[src/rtl/tbpf_pkg.sv]
// Shared types and constants of the tiled background pixel fetch block.
// Depends on nothing; every other file of the block but tbpf_vram refers to it by scoped names.
package tbpf_pkg;

  // Item operation codes.
  localparam logic [1:0] FUNC_VRAM_WR = 2'd0;
  localparam logic [1:0] FUNC_PAL_WR  = 2'd1;
  localparam logic [1:0] FUNC_FETCH   = 2'd2;

  // Configuration register indexes.
  localparam int CFG_IDX_W  = 3;
  localparam int CFG_DATA_W = 16;
  localparam logic [CFG_IDX_W-1:0] CFG_BG_CONTROL    = 3'd0;
  localparam logic [CFG_IDX_W-1:0] CFG_H_SCROLL      = 3'd1;
  localparam logic [CFG_IDX_W-1:0] CFG_V_SCROLL      = 3'd2;
  localparam logic [CFG_IDX_W-1:0] CFG_MOSAIC_HEIGHT = 3'd3;
  localparam logic [CFG_IDX_W-1:0] CFG_LAYER_ENABLE  = 3'd4;

  // Background palette geometry.
  localparam int PAL_ENTRIES = 256;
  localparam int PAL_AW      = $clog2(PAL_ENTRIES);

  // Width of the address arithmetic before the wrap at the VRAM size.
  localparam int CALC_W = 18;

  typedef struct packed {
    logic [1:0]  func;
    logic [14:0] mem_addr;
    logic [15:0] write_data;
    logic [7:0]  pixel_x;
    logic [7:0]  line_y;
    logic [1:0]  pass_priority;
  } in_t;

  typedef struct packed {
    logic [14:0] color;
    logic        opaque;
  } out_t;

  typedef struct packed {
    logic [15:0] bg_control;
    logic [8:0]  h_scroll;
    logic [8:0]  v_scroll;
    logic [3:0]  mosaic_height;
    logic        layer_enable;
  } cfg_t;

  // Item after scrolling, ready for the map lookup.
  typedef struct packed {
    logic [1:0]  func;
    logic [14:0] mem_addr;
    logic [15:0] write_data;
    logic        hit;
    logic [8:0]  px;
    logic [8:0]  py;
  } front_t;

  // Item after the tile address is known.
  typedef struct packed {
    logic [1:0]        func;
    logic [PAL_AW-1:0] pal_waddr;
    logic [15:0]       write_data;
    logic              hit;
    logic [3:0]        pal_bank;
    logic              byte_sel;
    logic              nib_sel;
  } tile_t;

endpackage

[src/rtl/tbpf_out_buf.sv]
// Two-word output buffer: an output register plus a skid register.
// Depends on tbpf_pkg.
module tbpf_out_buf (
  input  logic           clk_i,
  input  logic           rst_ni,
  input  logic           push_i,
  input  tbpf_pkg::out_t push_data_i,
  output logic           full_o,
  output logic           out_valid_o,
  input  logic           out_ready_i,
  output tbpf_pkg::out_t out_data_o
);

  logic           out_valid_q;
  logic           out_valid_d;
  tbpf_pkg::out_t out_q;
  tbpf_pkg::out_t out_d;
  logic           skid_valid_q;
  logic           skid_valid_d;
  tbpf_pkg::out_t skid_q;
  tbpf_pkg::out_t skid_d;

  always_comb begin
    out_valid_d  = out_valid_q;
    out_d        = out_q;
    skid_valid_d = skid_valid_q;
    skid_d       = skid_q;
    if (!out_valid_q || out_ready_i) begin
      // Output slot frees up: the skid word goes first, else the new word.
      out_valid_d  = skid_valid_q || push_i;
      out_d        = skid_valid_q ? skid_q : push_data_i;
      skid_valid_d = 1'b0;
    end else if (push_i) begin
      skid_valid_d = 1'b1;
      skid_d       = push_data_i;
    end
  end

  always_ff @(posedge clk_i or negedge rst_ni) begin
    if (!rst_ni) begin
      out_valid_q  <= 1'b0;
      skid_valid_q <= 1'b0;
    end else begin
      out_valid_q  <= out_valid_d;
      skid_valid_q <= skid_valid_d;
    end
  end

  always_ff @(posedge clk_i) begin
    out_q  <= out_d;
    skid_q <= skid_d;
  end

  assign full_o      = skid_valid_q;
  assign out_valid_o = out_valid_q;
  assign out_data_o  = out_q;

endmodule

[config.mk]
export PLATFORM = sky130hd
export DESIGN_NAME = tbpf_out_buf
export DESIGN_NICKNAME = d
export VERILOG_FILES = /design/src/rtl/tbpf_pkg.sv /design/src/rtl/tbpf_out_buf.sv
export SDC_FILE = /design/constraint.sdc
export NUM_CORES = 1
export LEC_CHECK = 0
export ABC_AREA = 1
export BUFFER_PORTS_ARGS = -buffer_cell sky130_fd_sc_hd__buf_2
export CAP_MARGIN = 25
export CORE_UTILIZATION = 30
export CTS_CLUSTER_SIZE = 14
export DETAILED_ROUTE_END_ITERATION = 16
export GPL_TIMING_DRIVEN = 0
export MAX_ROUTING_LAYER = met4
export PLACE_DENSITY = 0.59
export SLEW_MARGIN = 25
export SYNTH_ARGS = -nofsm -noshare
export SYNTH_HDL_FRONTEND = slang
export SYNTH_SLANG_ARGS = --single-unit
[constraint.sdc]
create_clock -name clk_i -period 4.35 [get_ports clk_i]
set_input_delay 1.305 -clock clk_i [delete_from_list [all_inputs] [get_ports clk_i]]
set_output_delay 1.305 -clock clk_i [all_outputs]
set_load 0.01 [all_outputs]
**Word-level counts from Yosys, hierarchy flattened**

Index checks and enable logic that the tools add are counted.

- Muxes and demuxes: 3
- Bitwise gates (word level): 1
- Reduce and logical (&&, ||, !) cells: 5

Operators with widths:

| kind | count |
|---|---|
| two-way mux 16 bit | 1 |
| logical OR 1 bit | 2 |
| two-way mux 1 bit | 2 |
| AND reduction 2 bit | 1 |
| nonzero test 2 bit | 1 |
| logical NOT 1 bit | 1 |
| inverter 1 bit | 1 |

- Bits in registers: 34
- Input port bits: 20
- Output and inout port bits: 18
- Word-level logic and storage cells: 15

**Longest topological paths before layout**

- Depth after elaboration: 4
- Depth in mapped cells: 5

**Least setup slack after synthesis**

OpenSTA, ideal clock, no wires.

- Path type: input to register
- Start: in out_ready_i
- End: reg skid_q[0] (netlist name) (enable)
- Setup time: 0.389 ns
- Arrival: 2.499 ns
- Data required time: 3.961 ns
- Path slack: 1.463 ns
- Stages on the path: 3
- Cells stage by stage: inv_1 nand2_1 nor2_1

- Word-level cells in the longest chain between the ends: 3

RTL lines:

| what | line | RTL |
|---|---|---|
| start, declared | tbpf_out_buf.sv:10 | `input logic out_ready_i,` |
| logical OR 1 bit | tbpf_out_buf.sv:28 | `if (!out_valid_q \|\| out_ready_i) begin` |
| inverter 1 bit (no source line) | - |  |
| AND reduction 2 bit (no source line) | - |  |
| end signal, assigned | tbpf_out_buf.sv:51 | `skid_q <= skid_d;` |
| end, declared | tbpf_out_buf.sv:20 | `tbpf_pkg::out_t skid_q;` |

No other way between the ends.
A chain may end at the register's enable or synchronous reset.

**Worst setup path after layout**

- Start: in out_ready_i
- End: reg skid_q[11] (netlist name) (enable)

The elaborated chain is that of the path after synthesis.

==> Implementation_results.wiki <==
{| class="wikitable"
! Metric !! Value
|-
| Run status || finished, final reports clean
|-
| Commonest non-fill, non-tap cell in the layout || sky130_fd_sc_hd__nand2_1
|-
| Synthesis-stage register bit count || 34
|-
| Final cycle utilization of the critical path || 65.3%
|-
| Pre-CTS setup slack || 1.14 ns
|-
| Count of instances resized after the clock tree is built || 0
|-
| Final net count || 157
|-
| Fraction of synthesized cell area in xor and xnor cells || 0%
|-
| Worst r2r dst || skid_q[11]
|-
| Sequential share of the synthesized area || 79.1%
|-
| Initial antenna violation count || 0
|-
| Final Hold Viols || 0
|-
| Worst voltage drop across the vdd grid || 234 µV
|-
| CTS root buffer || sky130_fd_sc_hd__clkbuf_8
|-
| Clock latency on the worst-skew pair || 0.28 ns
|-
| Number of buffers inserted for hold repair after clock tree synthesis || 0
|-
| CTS tree || yes
|-
| Final estimated routing congestion in global placement || 0.676
|-
| Post-synthesis mux area share || 0%
|-
| X dimension of the die || 67.3 µm
|-
| Max FO, Critical Path || 19
|-
| Ant. Diodes || 0
|-
| Count of synthesis-stage warnings from yosys || 0
|-
| Die area || 4520 µm²
|-
| Detailed-route DRC error count || 0
|-
| Max cap viols || 0
|-
| Max frequency || 352 MHz
|-
| Post-synth top area share || 75.2%
|-
| Port-buffer cells || 37
|-
| GRT Residual Overflow || 0
|-
| Share of final-layout standard cells stronger than drive strength 1 || 39.1%
|-
| Area fraction in compound gates after synthesis || 0%
|-
| Worst clock skew || 0.00557 ns
|-
| Number of failing setup endpoints in the final timing report || 0
|-
| Shortest period the worst path allows || 2.84 ns
|-
| Synth top area cells || sky130_fd_sc_hd__edfxtp_1 75%, sky130_fd_sc_hd__nand2_1 13%, sky130_fd_sc_hd__dfrtp_1 3.9%, sky130_fd_sc_hd__nand2_2 2.4%, sky130_fd_sc_hd__buf_6 1.8%
|-
| Met2 Use GR || 16.9%
|-
| Path depth of the worst reg2reg path || 2
|-
| Drt pass-1 iters || 4
|-
| Largest family of logic cells by synthesized area || simple AND/OR/NAND/NOR gates
|-
| Source of the worst hold timing path || skid_q[11]
|-
| Dpl hpwl || 1.47 mm
|-
| Per-instance average area after synthesis || 13.7 µm²
|-
| FF-to-FF setup slack || 2.30 ns
|-
| Hold Path Stages || 2
|-
| Area of the placeable core || 4060 µm²
|-
| Headroom to the max-slew limit || 43.7%
|-
| Post-detailed-route via-to-cell ratio || 4.17
|-
| Maximum number of pins on one net before global-route repair || 20
|-
| Reg area || 1010 µm²
|-
| Transition at the pin with the smallest max-transition slack || 0.844 ns
|-
| Routed wire length || 2.19 mm
|-
| Adder-cell area share of the yosys netlist || 0%
|-
| Post-Syn Nets || 113
|-
| Worst Setup Start Kind || primary input
|-
| Critical setup path kind || primary input to register
|-
| Overall track demand over capacity in global routing || 11.6%
|-
| Capture endpoint of the worst hold path || out_data_o[11]
|-
| Clock Sinks || 34
|-
| Total via count after detailed routing || 784
|-
| Simple logic cell fraction of the synthesized area || 16.6%
|-
| Cell type contributing the most total cell area after synthesis || sky130_fd_sc_hd__edfxtp_1
|-
| Power density of the placed cells || 435 nW/µm²
|-
| Clock slew at the register clock pins of the worst setup and hold paths || 0.06 ns
|-
| Number of top-level pins || 38
|-
| Worst setup EP type || register
|-
| Routed WL per cell || 11.6 µm
|-
| Final number of max-transition violations || 0
|-
| Busiest layer in global routing || met2
|-
| Post-synthesis instance area || 1280 µm²
|-
| Count of filler cells inserted in the layout || 402
|-
| GR Layer Usage met3 || 5.57%
|-
| Reported leakage power || 0.714 nW
|-
| Type of the tightest min-delay check || register to register
|-
| Row Count || 23
|-
| Starting density of the core || 31.5%
|-
| Height of the die || 67.3 µm
|-
| FF-to-FF Start || out_valid_o
|-
| Data arrival at the endpoint of the critical path || 2.75 ns
|-
| Buffers inserted by post-CTS timing repair || 0
|-
| Cells after Synth || 93
|-
| Setup ws final || 1.51 ns
|-
| Most used cells in the layout excluding fill and tap cells || 45 x sky130_fd_sc_hd__nand2_1, 37 x sky130_fd_sc_hd__buf_2, 32 x sky130_fd_sc_hd__edfxtp_1
|-
| Area used by multi-input combinational logic || 214 µm²
|-
| Number of nets with antenna violations after routing || 0
|-
| Via count of the first global-routing pass || 750
|-
| Clock buffers created by TritonCTS || 5
|-
| Layout-stage area growth over the synthesis result || 26.7%
|-
| Maximum clock path buffer count || 2
|-
| Setup repair after global routing missed its margin || no
|-
| Setup TNS || 0 ns
|-
| Crit path required time || 4.26 ns
|-
| Post-synth cell types || 9
|-
| Iter 0 DRT Violations || 25
|-
| Met1 usage || 13.6%
|-
| H-Tree Level Count || 2
|-
| Global-route wire length before repair || 3.44 mm
|}
## registers in the layout, indices dropped and copies added, names as in the netlist
register	cells
skid_q	16
out_data_o	16
out_valid_o	1
full_o	1
## worst max-delay path: stages
cell,delay [ns]
sky130_fd_sc_hd__buf_2,0.09
sky130_fd_sc_hd__inv_1,0.04
sky130_fd_sc_hd__nand2_1,0.45
sky130_fd_sc_hd__nor2_2,0.86
## area by class of cell
type,count,share of cell area (%)
multi-input cells,53,13.2
clock inverters,1,0.309
flip-flops and latches,34,62.4
repair buffers,37,11.4
well taps,50,3.86
clock buffers,7,5.33
plain buffers,3,2.24
inverters,3,1.16
## logic make-up after synthesis
logic type	after synthesis
and+or+nand+nor	53
DFF	34
buffers and inverters	6
## worst max path at each step
| stage | start | end | cells past startpoint |
|---|---|---|---|
| 6_report | out_ready_i | skid_q[11] | 4 |
| 5_1_grt | out_ready_i | skid_q[13] | 4 |
| 3_5_place_dp | out_ready_i | skid_q[3] | 4 |
| 3_3_place_gp | out_ready_i | skid_q[5] | 4 |
| 4_1_cts | out_ready_i | skid_q[11] | 4 |
| 2_1_floorplan | out_ready_i | skid_q[0] | 3 |
## per-layer routing
layer / wire [µm] / up-vias / share of wire [%]
met1: 924 / 350 / 42
met5: 0 / - / 0
met4: 16 / 0 / 0.73
li1: - / 396 / -
met3: 156 / 2 / 7.1
met2: 1090 / 36 / 50
## power by group
group	switching, mW	internal [mW]
clock	0.108	0.127
sequential	0.00558	0.388
combinational	0.0455	0.0296
## synthesized netlist by cell type, drive strengths merged
cell	instances
buf	2
nor2	3
edfxtp	32
clkbuf	1
inv	3
nand2	50
dfrtp	2
## metrics by stage
stage                     cells  utilization (%)  hold slack (ns)  power [mW]  instance area [µm²]
final                       188             39.9            0.514       0.704                 1620
after global placement      180             37.6            0.502       0.475                 1530
after CTS                   188             39.9            0.520       0.713                 1620
after floorplan              93                -            0.490       0.442                 1280
after global routing        188             39.9            0.546       0.736                 1620
after detailed placement    180             37.7            0.505       0.478                 1530
Power figures use the tool's default switching activity.
