--- config.mk ---
export PLATFORM = sky130hd
export DESIGN_NAME = tbpf_tile_addr
export DESIGN_NICKNAME = d
export VERILOG_FILES = /design/src/rtl/tbpf_pkg.sv /design/src/rtl/tbpf_tile_addr.sv
export SDC_FILE = /design/constraint.sdc
export NUM_CORES = 1
export LEC_CHECK = 0
export BUFFER_PORTS_ARGS = -buffer_cell sky130_fd_sc_hd__buf_2
export CAP_MARGIN = 20
export CORE_MARGIN = 2
export CORE_UTILIZATION = 25
export DETAILED_ROUTE_END_ITERATION = 8
export GPL_TIMING_DRIVEN = 0
export SYNTH_ARGS = -nofsm -noshare
export SYNTH_HDL_FRONTEND = slang
export SYNTH_SLANG_ARGS = --single-unit
--- constraint.sdc ---
create_clock -name clk_i -period 2.8 [get_ports clk_i]
set_clock_uncertainty 0.05 [all_clocks]
set_input_delay 0.28 -clock clk_i [delete_from_list [all_inputs] [get_ports clk_i]]
set_output_delay 0.28 -clock clk_i [all_outputs]
set_load 0.05 [all_outputs]
--- src/rtl/tbpf_pkg.sv ---
// Shared types and constants of the tiled background pixel fetch block.
// Depends on nothing; every other file of the block but tbpf_vram refers to it by scoped names.
package tbpf_pkg;

  // Item operation codes.
  localparam logic [1:0] FUNC_VRAM_WR = 2'd0;
  localparam logic [1:0] FUNC_PAL_WR  = 2'd1;
  localparam logic [1:0] FUNC_FETCH   = 2'd2;

  // Configuration register indexes.
  localparam int CFG_IDX_W  = 3;
  localparam int CFG_DATA_W = 16;
  localparam logic [CFG_IDX_W-1:0] CFG_BG_CONTROL    = 3'd0;
  localparam logic [CFG_IDX_W-1:0] CFG_H_SCROLL      = 3'd1;
  localparam logic [CFG_IDX_W-1:0] CFG_V_SCROLL      = 3'd2;
  localparam logic [CFG_IDX_W-1:0] CFG_MOSAIC_HEIGHT = 3'd3;
  localparam logic [CFG_IDX_W-1:0] CFG_LAYER_ENABLE  = 3'd4;

  // Background palette geometry.
  localparam int PAL_ENTRIES = 256;
  localparam int PAL_AW      = $clog2(PAL_ENTRIES);

  // Width of the address arithmetic before the wrap at the VRAM size.
  localparam int CALC_W = 18;

  typedef struct packed {
    logic [1:0]  func;
    logic [14:0] mem_addr;
    logic [15:0] write_data;
    logic [7:0]  pixel_x;
    logic [7:0]  line_y;
    logic [1:0]  pass_priority;
  } in_t;

  typedef struct packed {
    logic [14:0] color;
    logic        opaque;
  } out_t;

  typedef struct packed {
    logic [15:0] bg_control;
    logic [8:0]  h_scroll;
    logic [8:0]  v_scroll;
    logic [3:0]  mosaic_height;
    logic        layer_enable;
  } cfg_t;

  // Item after scrolling, ready for the map lookup.
  typedef struct packed {
    logic [1:0]  func;
    logic [14:0] mem_addr;
    logic [15:0] write_data;
    logic        hit;
    logic [8:0]  px;
    logic [8:0]  py;
  } front_t;

  // Item after the tile address is known.
  typedef struct packed {
    logic [1:0]        func;
    logic [PAL_AW-1:0] pal_waddr;
    logic [15:0]       write_data;
    logic              hit;
    logic [3:0]        pal_bank;
    logic              byte_sel;
    logic              nib_sel;
  } tile_t;

endpackage

--- src/rtl/tbpf_tile_addr.sv ---
// Tile address stages: applies the map entry's flips and forms the pixel data address.
// Depends on tbpf_pkg.
module tbpf_tile_addr #(
  parameter int VRAM_WORDS = 32768
) (
  input  logic                          clk_i,
  input  logic                          rst_ni,
  input  logic                          adv_i,
  input  logic                          s3_valid_i,
  input  tbpf_pkg::front_t              s3_i,
  input  logic [15:0]                   map_entry_i,
  input  tbpf_pkg::cfg_t                cfg_i,
  output logic                          s5_valid_o,
  output tbpf_pkg::tile_t               s5_o,
  output logic [$clog2(VRAM_WORDS)-1:0] vram_addr_o
);

  localparam int AW = $clog2(VRAM_WORDS);
  localparam logic [tbpf_pkg::CALC_W-1:0] VramN  = tbpf_pkg::CALC_W'(VRAM_WORDS);
  localparam logic [tbpf_pkg::CALC_W-1:0] Vram2N = tbpf_pkg::CALC_W'(2 * VRAM_WORDS);

  logic                        s4_valid_q;
  tbpf_pkg::front_t            s4_q;
  logic                        s5_valid_q;
  tbpf_pkg::tile_t             s5_q;
  logic [tbpf_pkg::CALC_W-1:0] s5_addr_q;

  tbpf_pkg::tile_t             s5_d;
  logic [2:0]                  tx;
  logic [2:0]                  ty;
  logic                        bpp8;
  logic [tbpf_pkg::CALC_W-1:0] tile_off;
  logic [tbpf_pkg::CALC_W-1:0] raw_addr;
  logic [tbpf_pkg::CALC_W-1:0] addr_step;
  logic [tbpf_pkg::CALC_W-1:0] addr_red;

  always_comb begin
    bpp8     = cfg_i.bg_control[7];
    tx       = map_entry_i[10] ? ~s4_q.px[2:0] : s4_q.px[2:0];
    ty       = map_entry_i[11] ? ~s4_q.py[2:0] : s4_q.py[2:0];
    // Halfword offset in the tile set: 32 halfwords per 8bpp tile, 16 per 4bpp tile.
    tile_off = bpp8 ? {3'b0, map_entry_i[9:0], ty, tx[2:1]}
                    : {4'b0, map_entry_i[9:0], ty, tx[2]};
    raw_addr = (s4_q.func == tbpf_pkg::FUNC_VRAM_WR) ? {3'b0, s4_q.mem_addr}
               : ({3'b0, cfg_i.bg_control[3:2], 13'b0} + tile_off);
    // The raw address stays below four times the VRAM size; wrap in two steps.
    addr_step = (raw_addr >= Vram2N) ? (raw_addr - Vram2N) : raw_addr;

    s5_d.func       = s4_q.func;
    s5_d.pal_waddr  = s4_q.mem_addr[tbpf_pkg::PAL_AW-1:0];
    s5_d.write_data = s4_q.write_data;
    s5_d.hit        = s4_q.hit;
    s5_d.pal_bank   = map_entry_i[15:12];
    s5_d.byte_sel   = bpp8 ? tx[0] : tx[1];
    s5_d.nib_sel    = tx[0];
  end

  always_ff @(posedge clk_i or negedge rst_ni) begin
    if (!rst_ni) begin
      s4_valid_q <= 1'b0;
      s5_valid_q <= 1'b0;
    end else if (adv_i) begin
      s4_valid_q <= s3_valid_i;
      s5_valid_q <= s4_valid_q;
    end
  end

  always_ff @(posedge clk_i) begin
    if (adv_i) begin
      s4_q      <= s3_i;
      s5_q      <= s5_d;
      s5_addr_q <= addr_step;
    end
  end

  assign addr_red    = (s5_addr_q >= VramN) ? (s5_addr_q - VramN) : s5_addr_q;
  assign vram_addr_o = addr_red[AW-1:0];
  assign s5_valid_o  = s5_valid_q;
  assign s5_o        = s5_q;

endmodule

After elaboration in Yosys (flattened, before gate mapping) --
Index checks and enable logic that the tools add are counted.
Word-level totals: register bits 93, input bits 111, output and inout port bits 49, word-level logic and storage cells 31
Cells by class: add/sub/neg operators 3, $lt $le $gt $ge 2, muxes and demuxes 7, bitwise operators 2, reduce and logical (&&, ||, !) cells 1
Operator list (number):
- $mux W15 | 2
- $ge A18 B16 Y1 const B | 1
- $mux W18 | 1
- $sub A16 B17 Y18 const B | 1
- $ge A16 B17 Y1 const B | 1
- $add A15 B15 Y16 | 1
- $mux W16 | 1
- $sub A15 B1 Y15 const B | 1
- $mux W3 | 2
- $not A3 Y3 | 2
- $logic_not A2 Y1 | 1
- $mux W1 | 1

Longest topological paths before layout --
depth after elaboration 7, gate-level depth with buffers 6, mapped depth without buffers 5

Least setup slack after synthesis --
OpenSTA, ideal clock, no wires.
kind input -> register, start point input cfg_i[30] (netlist name), end point register s5_addr_q[14] (netlist name), data pin, library setup time 0.261 ns, arrival 1.255 ns, data required time 2.489 ns, slack 1.234 ns, cell stages on the path 6, buffers on the path 1, path through buf_6 > mux2_2 > ha_1 > xnor2_1 > xnor2_1 > o21ai_0
On the way: word-level cells in the longest chain between the ends 5, elaborated cells on any way between the ends 6, those cells by class add/sub: 2; order compare: 1; mux: 3
RTL lines:
- from (decl) | RTL line tbpf_tile_addr.sv:12 | input tbpf_pkg::cfg_t cfg_i,
- $mux W15 (*) | RTL line tbpf_tile_addr.sv:42 | tile_off = bpp8 ? {3'b0, map_entry_i[9:0], ty, tx[2:1]}
- $add A15 B15 Y16 (*) | RTL line tbpf_tile_addr.sv:45 | : ({3'b0, cfg_i.bg_control[3:2], 13'b0} + tile_off);
- $mux W16 (*) | RTL line tbpf_tile_addr.sv:44 | raw_addr = (s4_q.func == tbpf_pkg::FUNC_VRAM_WR) ? {3'b0, s4_q.mem_addr}
- $sub A16 B17 Y18 or $ge A16 B17 Y1 (tied branches) | RTL line tbpf_tile_addr.sv:47 | addr_step = (raw_addr >= Vram2N) ? (raw_addr - Vram2N) : raw_addr;
- $mux W18 (*) | RTL line tbpf_tile_addr.sv:47
- via addr_step (one bit) | RTL line tbpf_tile_addr.sv:34 | logic [tbpf_pkg::CALC_W-1:0] addr_step;
- to (signal assigned) | RTL line tbpf_tile_addr.sv:72 | s5_addr_q <= addr_step;
- to (decl) | RTL line tbpf_tile_addr.sv:26 | logic [tbpf_pkg::CALC_W-1:0] s5_addr_q;
Mark *: on every way through the listed nets, which the timed path passes. The rest lies on a longest branch. A chain may end at the register's enable or synchronous reset.

Worst setup path in the final report --
start point register s4_q[51] (netlist name), end point register s5_addr_q[13] (netlist name), data pin
On the way: word-level cells in the longest chain between the ends 4, elaborated cells on any way between the ends 5, those cells by class add/sub: 1; order compare: 1; mux: 2; reduce/logical: 1
RTL lines:
- from (decl) | RTL line tbpf_tile_addr.sv:23 | tbpf_pkg::front_t s4_q;
- from (signal assigned) | RTL line tbpf_tile_addr.sv:70 | s4_q <= s3_i;
- $logic_not A2 Y1 (*) | RTL line tbpf_tile_addr.sv:44
- $mux W16 (*) | RTL line tbpf_tile_addr.sv:44
- $sub A16 B17 Y18 or $ge A16 B17 Y1 (tied branches) | RTL line tbpf_tile_addr.sv:47
- $mux W18 (*) | RTL line tbpf_tile_addr.sv:47
- via addr_step (one bit) | RTL line tbpf_tile_addr.sv:34
Marked as above.

==> metrics.txt <==
FF-to-FF End s5_addr_q[13]; Die Wd 116 um; Slew Viols, Final 0; WL final roughly 6300 um; antenna violations before repair 0; Setup Viol. Count Final 0; share of layout cells above drive strength 1 ~47%; Gate power share approximately 14%; Filler Cells Inserted 1214; Async S/R FF share, synth under 10%; met3 wire length roughly 350 um; # clock sinks 90; Critical Path Start Type flop; Synthesized Nets about 270; worst-skew pair later-pin latency 0.34 ns; chip height roughly 120 um; I/O pin cnt 160; # diodes 0; outcome finished clean; Synth area leaders edfxtp_1 84%, mux2i_1 4.4%, o21ai_1 2.1%; full die area approximately 14000 um^2; Power, Total ~3.1 mW; reg2reg start s4_q[51]; core outline area roughly 12000 um^2; post-synthesis adder-cell area fraction 0.396%; area delta synth->final 33.5%; cell taking the most area after synthesis edfxtp_1; CTS tree yes; worst reg2reg path depth 3; Power Density around 740 nW/um^2; Buffers on Ports 110; initial core utilization about a quarter; Max Freq ~0.71 GHz; Worst Hold Depth 1; Internal between 2 and 2.5 mW; max-slew headroom at the worst pin 61.9%; Clock power frac between 30% and 40%; Yosys reg bits 90; Worst VDD drop approximately 310 uV; Seq/Total Area, Yosys 85.1%; hold path endpoint s4_q[26]; top-count cell post-synth edfxtp_1; Max H-tree Level 3; ANT nets after route 0; P_sw between 0.8 and 0.9 mW; drt first pass iters 4; largest family of logic cells by synthesized area multiplexers; RD Place Congestion around 0.68; HP Start s3_i[26]; post-DP HPWL 4530 um; CTS resizes 0; # DRC 0; grt ovf 0; Period Utilization, post-route between 40% and 50%; worst setup path class flop to flop; CTS Buf Count 9; Worst Path Arrival ~1.5 ns; simple-gate portion of the synthesized area about 1.9%; routed length per instance between 10 and 15 um; Switching Share between 20% and 30%; unrepaired setup endpoints after global routing false; largest net degree at the start of global routing just under 50; final hold violation count 0; nets@finish between 300 and 400; met2 routed WL 3120 um; Synth Area in XOR/XNOR ~2.8%; num rows between 40 and 50; Post-synth EDFFs 88; Synth Area per Inst ~21 um^2; vias per cell ~3.8; reg2reg setup slack about 1.4 ns; First DRT Iteration DRCs between 80 and 90; via count around 1700; Primary FF master, synth edfxtp_1; post-synthesis compound-gate area fraction under 10%; Hold Path Class input port to flop; Yosys cell types 15; Root Driver clkbuf_16; Setup TNS 0 ns; first-pass GRT wire length around 9200 um; max layer used met4; YS warnings 0; max_cap viols 0; Worst-Margin Slew between 0.5 and 0.6 ns; share of the synthesized area in the top cell type between 80% and 90%; cell count after synthesis about 150; top cells by count, synth 88 x edfxtp_1, 15 x nand2_1, 14 x mux2i_1, 13 x o21ai_1, 7 x xor2_1; Post-Syn Area about 3200 um^2; Setup crit end kind flop; CTS Buffer Depth 2; WL met1 approximately 2600 um; vias in the first global route approximately 1800; Leak 1.67 nW; Worst Path Required 2.85 ns; CTS clk-pin slew, worst paths ~0.06 ns; critical path peak fanout 10; register share of total power between 50% and 60%; min Tclk post-route approximately 1.4 ns; mux cell area share after synthesis 5.85%; Tot GR Track Use 9.60%
## sequential cells by signal, indices dropped and copies added, names as in the netlist
register,cells
s4_q,40
s5_o,33
s5_addr_q,15
s4_valid_q,1
s5_valid_o,1
## cells in the final DEF (no fill, tap or decap), types with 2 or more instances in the layout
| cell | synthesis | layout |
|---|---|---|
| buf_2 | 1 | 110 |
| edfxtp_1 | 88 | 88 |
| nand2_1 | 15 | 15 |
| mux2i_1 | 14 | 14 |
| o21ai_1 | 13 | 13 |
| clkbuf_16 | 0 | 9 |
| xor2_1 | 7 | 7 |
| mux2_2 | 4 | 4 |
| xnor2_1 | 3 | 3 |
| clkinvlp_4 | 0 | 3 |
| buf_6 | 2 | 2 |
| buf_12 | 1 | 2 |
| buf_4 | 1 | 2 |
| clkinv_1 | 0 | 2 |
| dfrtp_1 | 2 | 2 |
## routing by layer
metal	vias to the layer above	GRT usage, %
li1	833	-
met1	819	11.8
met2	56	14.4
met3	15	3.27
met4	0	6.27
met5	-	0
## stage by stage
| step | instances | setup slack (ns) | util [%] | hold WS [ns] | area, um^2 |
|---|---|---|---|---|---|
| final | 453 | 1.40 | 33.9 | 0.0587 | 4220 |
| after global routing | 453 | 1.33 | 33.9 | 0.0435 | 4220 |
| after CTS | 453 | 1.37 | 33.9 | 0.0414 | 4220 |
| after detailed placement | 437 | 1.17 | 31.7 | 0.0184 | 3950 |
| after global placement | 436 | 0.467 | 31.5 | 0.0138 | 3930 |
| after floorplan | 154 | 1.23 | - | -0.0656 | 3160 |
## worst max path at each step
stage	from	to	slack [ns]	cells past startpoint
final	s4_q[51]	s5_addr_q[13]	1.40	3
after global routing	s4_q[51]	s5_addr_q[13]	1.33	3
after CTS	s4_q[51]	s5_addr_q[13]	1.37	3
after detailed placement	cfg_i[30]	s5_addr_q[14]	1.17	6
after global placement	adv_i	s5_valid_o	0.47	2
after floorplan	cfg_i[30]	s5_addr_q[14]	1.23	6
## logic make-up after synthesis
kind of cell    Yosys count
simple gates             16
mux                      18
compound gates           14
buf+inv                   5
fa+ha+maj                 1
xor+xnor                 10
flops                    90
## area by class of cell
class	count	area (um^2)	share of cell area [%]
flip-flops and latches	90	2690	63.8
repair buffers	112	583	13.8
multi-input cells	59	415	9.84
clock buffers	9	225	5.33
well taps	172	215	5.10
plain buffers	5	55.1	1.30
clock inverters	6	35.0	0.830
## power by group through the flow
stage	Combinational, mW	Sequential (mW)	Clock, mW
6_report	0.428	1.64	1.07
3_3_place_gp	0.425	1.67	0
5_1_grt	0.456	1.65	1.17
4_1_cts	0.436	1.64	1.12
3_5_place_dp	0.435	1.67	0
2_1_floorplan	0.0739	1.87	0
## critical path: stages, from the launching register on
cell and delay (ns):
edfxtp_1 0.40, nor2_1 0.15, buf_4 0.21, mux2_2 0.34
## what timing repair did
action	CTS	global route
endpoints found under the hold margin	2	0
hold buffers	1	0
setup buffers	0	0
Note: power is estimated with default switching activity, not from simulation.
