### src/rtl/tbpf_pkg.sv
// Shared types and constants of the tiled background pixel fetch block.
// Depends on nothing; every other file of the block but tbpf_vram refers to it by scoped names.
package tbpf_pkg;

  // Item operation codes.
  localparam logic [1:0] FUNC_VRAM_WR = 2'd0;
  localparam logic [1:0] FUNC_PAL_WR  = 2'd1;
  localparam logic [1:0] FUNC_FETCH   = 2'd2;

  // Configuration register indexes.
  localparam int CFG_IDX_W  = 3;
  localparam int CFG_DATA_W = 16;
  localparam logic [CFG_IDX_W-1:0] CFG_BG_CONTROL    = 3'd0;
  localparam logic [CFG_IDX_W-1:0] CFG_H_SCROLL      = 3'd1;
  localparam logic [CFG_IDX_W-1:0] CFG_V_SCROLL      = 3'd2;
  localparam logic [CFG_IDX_W-1:0] CFG_MOSAIC_HEIGHT = 3'd3;
  localparam logic [CFG_IDX_W-1:0] CFG_LAYER_ENABLE  = 3'd4;

  // Background palette geometry.
  localparam int PAL_ENTRIES = 256;
  localparam int PAL_AW      = $clog2(PAL_ENTRIES);

  // Width of the address arithmetic before the wrap at the VRAM size.
  localparam int CALC_W = 18;

  typedef struct packed {
    logic [1:0]  func;
    logic [14:0] mem_addr;
    logic [15:0] write_data;
    logic [7:0]  pixel_x;
    logic [7:0]  line_y;
    logic [1:0]  pass_priority;
  } in_t;

  typedef struct packed {
    logic [14:0] color;
    logic        opaque;
  } out_t;

  typedef struct packed {
    logic [15:0] bg_control;
    logic [8:0]  h_scroll;
    logic [8:0]  v_scroll;
    logic [3:0]  mosaic_height;
    logic        layer_enable;
  } cfg_t;

  // Item after scrolling, ready for the map lookup.
  typedef struct packed {
    logic [1:0]  func;
    logic [14:0] mem_addr;
    logic [15:0] write_data;
    logic        hit;
    logic [8:0]  px;
    logic [8:0]  py;
  } front_t;

  // Item after the tile address is known.
  typedef struct packed {
    logic [1:0]        func;
    logic [PAL_AW-1:0] pal_waddr;
    logic [15:0]       write_data;
    logic              hit;
    logic [3:0]        pal_bank;
    logic              byte_sel;
    logic              nib_sel;
  } tile_t;

endpackage

### src/rtl/tbpf_front.sv
// Front stages of the pixel fetch: vertical mosaic snap, scrolling and map address.
// Depends on tbpf_pkg.
module tbpf_front #(
  parameter int VRAM_WORDS = 32768
) (
  input  logic                         clk_i,
  input  logic                         rst_ni,
  input  logic                         adv_i,
  input  logic                         in_push_i,
  input  tbpf_pkg::in_t                in_data_i,
  input  tbpf_pkg::cfg_t               cfg_i,
  output logic                         s3_valid_o,
  output tbpf_pkg::front_t             s3_o,
  output logic [$clog2(VRAM_WORDS)-1:0] map_addr_o,
  output logic                         vram_wr_pend_o
);

  localparam int AW = $clog2(VRAM_WORDS);
  localparam logic [tbpf_pkg::CALC_W-1:0] VramN  = tbpf_pkg::CALC_W'(VRAM_WORDS);
  localparam logic [tbpf_pkg::CALC_W-1:0] Vram2N = tbpf_pkg::CALC_W'(2 * VRAM_WORDS);

  logic             s1_valid_q;
  tbpf_pkg::in_t    s1_q;
  logic             s2_valid_q;
  tbpf_pkg::in_t    s2_q;
  logic [3:0]       s2_rem_q;
  logic             s3_valid_q;
  tbpf_pkg::front_t s3_q;
  tbpf_pkg::front_t s3_d;

  logic [4:0]  mos_div;
  logic [3:0]  rem_a;
  logic [4:0]  trial_a;
  logic [3:0]  rem_b;
  logic [4:0]  trial_b;
  logic [7:0]  line_snap;

  logic [5:0]  col;
  logic [5:0]  row;
  logic [1:0]  map_size;
  logic        col_hi;
  logic        row_hi;
  logic [11:0] map_off;
  logic [tbpf_pkg::CALC_W-1:0] map_sum;
  logic [tbpf_pkg::CALC_W-1:0] map_step;
  logic [tbpf_pkg::CALC_W-1:0] map_red;

  assign mos_div = {1'b0, cfg_i.mosaic_height} + 5'd1;

  // Restoring division of the line by the mosaic height plus one, upper four bits.
  always_comb begin
    rem_a   = '0;
    trial_a = '0;
    for (int i = 7; i >= 4; i--) begin
      trial_a = {rem_a, s1_q.line_y[i]};
      if (trial_a >= mos_div) begin
        trial_a = trial_a - mos_div;
      end
      rem_a = trial_a[3:0];
    end
  end

  // Lower four bits; the remainder then snaps the line to the mosaic grid.
  always_comb begin
    rem_b   = s2_rem_q;
    trial_b = '0;
    for (int i = 3; i >= 0; i--) begin
      trial_b = {rem_b, s2_q.line_y[i]};
      if (trial_b >= mos_div) begin
        trial_b = trial_b - mos_div;
      end
      rem_b = trial_b[3:0];
    end
  end

  always_comb begin
    line_snap       = cfg_i.bg_control[6] ? (s2_q.line_y - {4'b0, rem_b}) : s2_q.line_y;
    s3_d.func       = s2_q.func;
    s3_d.mem_addr   = s2_q.mem_addr;
    s3_d.write_data = s2_q.write_data;
    s3_d.hit        = (s2_q.func == tbpf_pkg::FUNC_FETCH) && cfg_i.layer_enable &&
                      (cfg_i.bg_control[1:0] == s2_q.pass_priority);
    s3_d.px         = {1'b0, s2_q.pixel_x} + cfg_i.h_scroll;
    s3_d.py         = {1'b0, line_snap} + cfg_i.v_scroll;
  end

  always_ff @(posedge clk_i or negedge rst_ni) begin
    if (!rst_ni) begin
      s1_valid_q <= 1'b0;
      s2_valid_q <= 1'b0;
      s3_valid_q <= 1'b0;
    end else if (adv_i) begin
      s1_valid_q <= in_push_i;
      s2_valid_q <= s1_valid_q;
      s3_valid_q <= s2_valid_q;
    end
  end

  always_ff @(posedge clk_i) begin
    if (adv_i) begin
      s1_q     <= in_data_i;
      s2_q     <= s1_q;
      s2_rem_q <= rem_a;
      s3_q     <= s3_d;
    end
  end

  // Map entry address; 64-wide and 64-tall maps add pages of 0x400 halfwords.
  // The sum stays below four times the smallest VRAM size; wrap in two steps.
  always_comb begin
    col      = s3_q.px[8:3];
    row      = s3_q.py[8:3];
    map_size = cfg_i.bg_control[15:14];
    col_hi   = map_size[0] & col[5];
    row_hi   = map_size[1] & row[5];
    map_off  = {row_hi & map_size[0], col_hi | (row_hi & ~map_size[0]), row[4:0], col[4:0]};
    map_sum  = {3'b0, cfg_i.bg_control[12:8], 10'b0} + {6'b0, map_off};
    map_step = (map_sum >= Vram2N) ? (map_sum - Vram2N) : map_sum;
    map_red  = (map_step >= VramN) ? (map_step - VramN) : map_step;
  end

  assign map_addr_o     = map_red[AW-1:0];
  assign s3_valid_o     = s3_valid_q;
  assign s3_o           = s3_q;
  assign vram_wr_pend_o = (s1_valid_q && (s1_q.func == tbpf_pkg::FUNC_VRAM_WR)) ||
                          (s2_valid_q && (s2_q.func == tbpf_pkg::FUNC_VRAM_WR)) ||
                          (s3_valid_q && (s3_q.func == tbpf_pkg::FUNC_VRAM_WR));

endmodule

### config.mk
export PLATFORM = sky130hd
export DESIGN_NAME = tbpf_front
export DESIGN_NICKNAME = d
export VERILOG_FILES = /design/src/rtl/tbpf_pkg.sv /design/src/rtl/tbpf_front.sv
export SDC_FILE = /design/constraint.sdc
export NUM_CORES = 1
export LEC_CHECK = 0
export ABC_AREA = 1
export BUFFER_PORTS_ARGS = -buffer_cell sky130_fd_sc_hd__buf_2
export CAP_MARGIN = 20
export CORE_MARGIN = 3
export CORE_UTILIZATION = 50
export DETAILED_ROUTE_END_ITERATION = 8
export HOLD_SLACK_MARGIN = 0.06
export PLACE_DENSITY_LB_ADDON = 0.12
export SLEW_MARGIN = 20
export SYNTH_ARGS = -nofsm -noshare
export SYNTH_HDL_FRONTEND = slang
export SYNTH_SLANG_ARGS = --single-unit
### constraint.sdc
create_clock -name clk_i -period 18.75 [get_ports clk_i]
set_input_delay 1.875 -clock clk_i [delete_from_list [all_inputs] [get_ports clk_i]]
set_output_delay 1.875 -clock clk_i [all_outputs]
set_load 0.05 [all_outputs]
* Word-level counts from Yosys, hierarchy flattened
Index checks and enable logic that the tools add are counted.
** Operators by class
- $add $sub $neg :: 15
- $lt $le $gt $ge :: 10
- Eq/ne operators :: 2
- Muxes and demuxes :: 11
- Bitwise gates (word level) :: 6
- Reductions and logical operators :: 10
** Operator list (count)
- $ge 5x5->1 :: 7
- $mux 4 :: 8
- $sub 4x4->4 :: 7
- $add 8x9->9 :: 2
- $ge 18x16->1 const B :: 1
- $mux 18 :: 1
- $sub 16x17->18 const B :: 1
- $ge 16x17->1 const B :: 1
- $add 15x12->16 :: 1
- $mux 15 :: 1
- $sub 15x1->15 const B :: 1
- $mux 8 :: 1
- $sub 8x4->8 :: 1
- $logic_not 2->1 :: 3
- $add 4x1->5 const B :: 1
- $ge 1x5->1 :: 1
- $logic_and 1x1->1 :: 5
- $and 1x1->1 :: 4
- $sub 1x4->4 :: 1
- $eq 2x2->1 :: 1
- $eq 2x2->1 const B :: 1
- $logic_or 1x1->1 :: 2
- $not 1->1 :: 1
- $or 1x1->1 :: 1
** Storage, ports and cells
- Bits in registers :: 161
- Input port bits :: 94
- Logic and storage cells :: 76

* Longest topological paths before layout
Gate-level depths: netlist of run 1.
- Depth after elaboration :: 12
- Gate-level depth with buffers :: 52
- Gate-level depth less buffers :: 52

* Worst setup path after synthesis of run 1
OpenSTA, ideal clock, no wires.
- Path kind :: input to register
- Start point :: input cfg_i[1] in the netlist's numbering
- End point :: register s3_q, in the netlist s3_o[7], data pin
- Setup time :: 257 ps
- Arrival time :: 9464 ps
- Path slack :: 9029 ps
- Stages on the path :: 44
- Cell sequence :: ha_1 inv_1 ha_1 nand2_1 o21ai_1 o211ai_2 nand2_4 nand2_2 nand2_1 ha_1 a21oi_1 nor2_1 a211oi_1 nand2_4 nand2_1 nand2_1 ha_1 a21oi_1 [... 8 more ...] and2_1 nor3b_1 inv_1 a21oi_1 o21ai_0 ha_1 fa_1 o21ai_0 ha_1 nand3_1 nand2_1 a21oi_1 inv_1 a21oi_1 nor2_1 o21ai_0 nand2_1 xor2_1
** RTL lines
- start, declared :: RTL line tbpf_front.sv:11 : input tbpf_pkg::cfg_t cfg_i,
- end signal, assigned :: RTL line tbpf_front.sv:104 : s3_q <= s3_d;
- end, declared :: RTL line tbpf_front.sv:28 : tbpf_pkg::front_t s3_q;

==> results by group, run 1 <==
Outcome
  – Status: completed

Cells and area
  – Fraction of layout cells with a size suffix above 1: 30.30%
  – Layout Nets: 939
  – Number of fill cells: 1172
  – Multi-input logic area: 2600 µm²
  – Area delta synth->final: 20.09%
  – FF+latch area: 4820 µm²

Critical path
  – Type of origin of the critical path: input pin
  – Crit end category: flop
  – Critical path's slowest cell: a211oi_1
  – Setup Crit Path Kind: input pin to flop
  – Delay of the slowest critical-path stage: 0.67 ns
  – Critical path arrival: 11.01 ns
  – WP data required: 18.92 ns
  – Crit path max fanout: 12

STA
  – RSZ-0062 raised after global routing: no
  – Slew Limit Headroom: 31.97%
  – Period minus WS final: 10.84 ns
  – Highest Clock Rate: 92.25 MHz
  – Final Hold Violating Endpoints: 0
  – Max-slew violation total from the final report: 0
  – Tcrit/Tclk final: 57.82%
  – Setup TNS Final: 0 ns
  – Final setup vio count: 0
  – Skew final: 0.01004 ns
  – Tightest Pin Transition: 1.020 ns

Floorplan
  – Row count: 44
  – Starting Density: 52.34%
  – Die span in y: 130.7 µm
  – Core area: 14860 µm²
  – Die area: 17090 µm²
  – DIE WIDTH: 130.7 µm
  – Ports: 163

Placement
  – Post-DP HPWL: 10800 µm
  – Input/output buffers: 156
  – Routability-driven placement congestion ratio: 0.8178

Logic synthesis
  – Synth Instances: 613
  – Number of enable flip-flop cells after synthesis: 158
  – Synth async-reset ratio: 1.863%
  – Top FF cell, synth: edfxtp_1
  – Sequential fraction of the synthesis area: 61.95%
  – FF+latch count, synth: 161
  – Syn Nets: 773
  – Mapped Area: 7780 µm²
  – Netlist cell types: 35
  – Syn avg cell area: 12.69 µm²
  – Ys Warns: 0

Clock tree
  – Number of buffers created by CTS: 17
  – H-tree levels: 4
  – Worst skew pair latency: 0.41 ns
  – Max Root-Sink Buffers: 2
  – CTS Root Cell: clkbuf_16
  – Worst-path clk slew: 0.07 ns
  – Clk sinks: 161
  – # hold bufs at CTS: 0
  – Post-CTS Setup Repair Bufs: 0
  – Cts repair resizes: 0
  – CTS tree: done

Drt
  – Post-DR vias/cell: 5.064
  – DRT Wirelength: 14330 µm
  – DR iter-0 viols: 210
  – DR WL/cell: 14.67 µm
  – Post-route ant nets: 0
  – Initial DRT Pass Iterations: 5
  – # DRC: 0
  – Routed via count: 4948

Global route
  – Vias in the first global route: 4885
  – Remaining Overflow, GRT: 0
  – Initial antenna violation count: 3
  – Global Route Usage Sum: 17.23%
  – Largest net degree at the start of global routing: 88
  – First-pass GRT wire length: 22740 µm

Min path
  – Worst Hold Class: flop to flop

Job
  – Max capacitance violation total: 0
-- layout make-up --
class	count	area share (%)
Antenna cell	1	0.02678
Clock buffer	17	4.553
Clock inverter	15	1.982
Inverter	76	3.053
Multi-Input combinational cell	366	27.83
Sequential cell	161	51.59
Tap cell	184	2.464
Timing Repair Buffer	157	8.504
-- cell usage in the layout (no fill, tap or decap), drive strengths merged, types with 7 or more instances in the layout --
cell type	count
edfxtp	158
o21ai	28
fa	11
nand2	119
nand3	42
clkbuf	17
nor2	24
clkinv	7
a21oi	27
ha	55
buf	157
xor2	24
xnor2	10
inv	83
-- registers in the layout (all words and copies together) (netlist names) --
register,cells
s3_valid_o,1
s2_rem_q,4
s1_valid_q,1
s2_q,51
s1_q,51
s3_o,52
s2_valid_q,1
-- cells in the mapped netlist, types with 2 or more instances --
| master | count | area, µm² |
|---|---|---|
| nor2_2 | 3 | 18.77 |
| buf_4 | 10 | 75.07 |
| nand3_2 | 6 | 60.06 |
| o22ai_1 | 2 | 12.51 |
| or2_2 | 3 | 18.77 |
| nand2_1 | 91 | 341.6 |
| o21ai_0 | 24 | 120.1 |
| nand2_2 | 19 | 118.9 |
| nand2_4 | 9 | 101.4 |
| o21a_1 | 2 | 15.01 |
| o21ai_2 | 3 | 26.28 |
| inv_2 | 3 | 11.26 |
| dfrtp_1 | 3 | 75.07 |
| ha_1 | 55 | 688.2 |
| a21oi_1 | 26 | 130.1 |
| nand3_1 | 34 | 170.2 |
| xnor2_1 | 10 | 87.58 |
| a211oi_1 | 2 | 15.01 |
| edfxtp_1 | 158 | 4745 |
| nand3_4 | 2 | 35.03 |
| nor2_1 | 20 | 75.07 |
| inv_1 | 73 | 274.0 |
| or3_1 | 2 | 12.51 |
| nor3_1 | 4 | 20.02 |
| nand4_1 | 6 | 37.54 |
| fa_1 | 11 | 220.2 |
| xor2_1 | 24 | 210.2 |
-- metal layers --
layer	wire length [µm]	part of all wire, %	global-route usage, %	vias up
li1	-	-	-	2469
met1	5813	41	21.10	2305
met2	7152	50	27.80	145
met3	1120	7.8	6.870	23
met4	206	1.4	6.231	6
met5	39	0.27	0	-
-- worst max-delay path, delay by kind of cell --
family | cells | cell delay [ns]
AOI/OAI and AO/OA | 16 | 3.81
xor gates and xnor gates | 1 | 0.09
adders and majority gates | 7 | 2.29
buffers and inverters | 3 | 0.74
and+or+nand+nor | 19 | 2.23
-- stage by stage --
stage	hold WS, ns	setup slack (ns)	util, %	cells	instance area (µm²)
2_1_floorplan	0.4003	9.029	-	613	7780
3_3_place_gp	0.4005	7.823	58.73	944	8730
3_5_place_dp	0.4045	7.501	58.73	944	8730
4_1_cts	0.4197	7.934	62.84	976	9340
5_1_grt	0.4260	6.976	62.84	976	9340
6_report	0.4167	7.910	62.85	977	9343
-- logic make-up (layout without fill, tap and decap cells) --
group,after synthesis,after routing,synth area share [%]
xor gates and xnor gates,34,34,3.828
buffers and inverters,86,265,4.632
and+or+nand+nor,203,203,13.38
adders and majority gates,66,66,11.68
AOI/OAI and AO/OA,63,63,4.535
other,0,1,0
DFF,161,161,61.95
-- worst paths after layout --
kind | startpoint | end | slack (ns) | cells after the start
worst min register to register | s1_q[16] | s2_q[16] | 0.42 | 0
worst max register to register | s2_rem_q[0] | s3_o[8] | 10.07 | 43
max in group asynchronous | rst_ni | s1_valid_q | 17.41 | 1
worst min-delay path | s1_q[16] | s2_q[16] | 0.42 | 0
worst max-delay path | cfg_i[1] | s3_o[8] | 7.91 | 46
min in group asynchronous | rst_ni | s2_valid_q | 1.24 | 1
Power of run 1 is left out: the tool's default activity adds up to more than one toggle a clock period on the data nets, which glitch-free logic cannot reach.
==> inputs of run 2 (changes only) <==
Settings changed: ABC_AREA 1 to 0.
Clock period 18.75 ns to 10.55 ns, I/O delays scaled along.
==> run 2 against run 1 <==
Against the previous run: register-to-register slack got worse by 8.6 ns; critical path depth unchanged; design area grew 0.56%; first-iteration DRC count is 20% higher; global-route usage is 0.57 points higher; worst hold slack got worse by 0.0053 ns; cell count decreased by 4.3%; non-clock buffer count up 15; utilization increased by 0.35 points; synthesized cell count is 8.6% lower; clock skew fell by 0.00075 ns; routed wire length increased by 1.8%; critical path type unchanged; critical endpoint unchanged.
==> results by group, run 2 <==
Outcome
  – Status: completed

STA
  – Setup TNS Final: 0 ns
  – Final Hold Violating Endpoints: 0
  – Max-slew violation total from the final report: 0
  – RSZ-0062 raised after global routing: no
  – Slew Limit Headroom: 46.41%
  – Skew final: 0.009289 ns
  – Tcrit/Tclk final: 89.90%
  – Tightest Pin Transition: 0.8039 ns
  – Final setup vio count: 0
  – Highest Clock Rate: 105.4 MHz
  – Period minus WS final: 9.484 ns

Logic synthesis
  – Syn Nets: 720
  – Top cell type's share of synthesized area: 61.05%
  – Ys Warns: 0
  – Multiplexer area fraction after synthesis: 1.642%
  – Netlist cell types: 54
  – Syn avg cell area: 13.88 µm²
  – Synth Instances: 560
  – Simple-Gate Fraction of Synth Area: 6.424%
  – Main combinational cell family by area after synthesis: adder cells
  – Most frequent cell after synthesis: edfxtp_1
  – Number of enable flip-flop cells after synthesis: 158
  – Compound-Gate Fraction of Synth Area: 9.306%
  – Dominant cell type by area after synthesis: edfxtp_1
  – Synth Area in Adders: 11.96%
  – Synth top cells by count: edfxtp_1 (158), ha_1 (55), inv_1 (43), nand2_1 (35)
  – Top FF cell, synth: edfxtp_1
  – Synth async-reset ratio: 1.863%
  – Mapped Area: 7771 µm²
  – FF+latch count, synth: 161
  – Xor/xnor share of the synthesized area: 5.168%
  – Top cells by area, synth: edfxtp_1 (61%), ha_1 (8.9%), xnor2_1 (3.8%)
  – Sequential fraction of the synthesis area: 62.02%

Cells and area
  – Commonest non-fill, non-tap cell in the layout: edfxtp_1
  – Most frequent cells in the layout: edfxtp_1 (158), buf_2 (155), ha_1 (55)
  – Fraction of layout cells with a size suffix above 1: 29.51%
  – Non-filler cells in the finished layout: 935
  – Util after Layout: 63.21%
  – Number of fill cells: 1158
  – Max FFs per register: 52
  – Layout Nets: 896
  – Area delta synth->final: 20.90%

Critical path
  – Delay of the slowest critical-path stage: 0.52 ns
  – Setup Crit Path Kind: input pin to flop
  – WP data required: 10.73 ns
  – Crit-path most repeated cell: ha_1
  – Crit end category: flop
  – Critical path's slowest cell: or4_1
  – Type of origin of the critical path: input pin
  – Crit path max fanout: 7
  – Critical path arrival: 9.66 ns

Min path
  – Worst Hold Class: flop to flop

Drt
  – DRT Wirelength: 14590 µm
  – Routed via count: 4784
  – DR iter-0 viols: 251
  – # DRC: 0
  – Post-route ant nets: 0
  – Initial DRT Pass Iterations: 4
  – Post-DR vias/cell: 5.117
  – DR WL/cell: 15.60 µm

Clock tree
  – Post-CTS Setup Repair Bufs: 0
  – CTS Root Cell: clkbuf_16
  – Cts repair resizes: 0
  – Clk sinks: 161
  – # hold bufs at CTS: 0
  – Number of buffers created by CTS: 17
  – Worst skew pair latency: 0.42 ns
  – H-tree levels: 4
  – Worst-path clk slew: 0.07 ns
  – Max Root-Sink Buffers: 2
  – CTS tree: done

Global route
  – Global Route Usage Sum: 17.79%
  – First-pass GRT wire length: 23220 µm
  – Initial antenna violation count: 2
  – Largest net degree at the start of global routing: 96
  – Remaining Overflow, GRT: 0
  – Vias in the first global route: 4761

Placement
  – Post-DP HPWL: 10780 µm
  – Routability-driven placement congestion ratio: 0.8371
  – Post-Place Cells: 901
  – Input/output buffers: 156

Floorplan
  – Core area: 14860 µm²
  – Die span in y: 130.7 µm
  – Die area: 17070 µm²
  – Starting Density: 52.28%
  – Ports: 163
  – DIE WIDTH: 130.7 µm
  – Row count: 44

Job
  – Max capacitance violation total: 0
run 2: final cells by class:
cell class	count	area [µm²]	share of cell area (%)
Tap cell	184	230.2	2.450
Clock inverter	14	150.1	1.598
Clock buffer	18	429.2	4.568
Sequential cell	161	4820	51.30
Antenna cell	2	5.005	0.05327
Inverter	45	168.9	1.798
Multi-Input combinational cell	339	2681	28.54
Timing Repair Buffer	172	910.9	9.695
run 2: path summary, 6_finish.rpt:
path	startpoint	to	slack (ns)	cells past startpoint
min in group asynchronous	rst_ni	s3_valid_o	0.42	1
hold reg to reg	s1_q[15]	s2_q[15]	0.41	0
setup reg to reg	s2_q[5]	s3_o[8]	1.51	44
setup / recovery	cfg_i[1]	s3_o[8]	1.07	46
max in group asynchronous	rst_ni	s1_valid_q	10.03	1
hold / removal	s1_q[15]	s2_q[15]	0.41	0
run 2: logic make-up (layout without fill, tap and decap cells):
logic type	after synthesis	in the layout
multiplexers	12	12
buffers and inverters	60	249
AO/OA/AOI/OAI	111	111
other	0	2
AND/OR/NAND/NOR	103	103
adder cells (fa/ha/maj)	68	68
XOR/XNOR	45	45
flip-flops	161	161
run 2: worst max-delay path, delay by kind of cell:
| kind | cells | cell delay, ns |
|---|---|---|
| muxes | 1 | 0.29 |
| xor gates and xnor gates | 3 | 0.43 |
| adders and majority gates | 7 | 2.00 |
| buffers and inverters | 4 | 0.42 |
| and+or+nand+nor | 16 | 2.69 |
| AOI/OAI and AO/OA | 15 | 2.76 |
run 2: per-stage QoR:
stage | hold slack (ns) | worst slack, ns | cell area, µm²
after global routing | 0.4002 | 0.1751 | 9393
after CTS | 0.3965 | 1.045 | 9387
after floorplan | 0.4003 | 0.8161 | 7771
after detailed placement | 0.4045 | 0.6673 | 8807
final | 0.4114 | 1.066 | 9395
after global placement | 0.4003 | 0.8242 | 8807
run 2: layer usage:
metal / GRT usage, % / vias up / wire length (µm)
met5: 0 / - / 13
met4: 6.655 / 2 / 278
met3: 6.748 / 25 / 1160
met2: 28.79 / 132 / 7229
met1: 21.89 / 2226 / 5907
li1: - / 2399 / -
Power of run 2 is left out for the same reason.
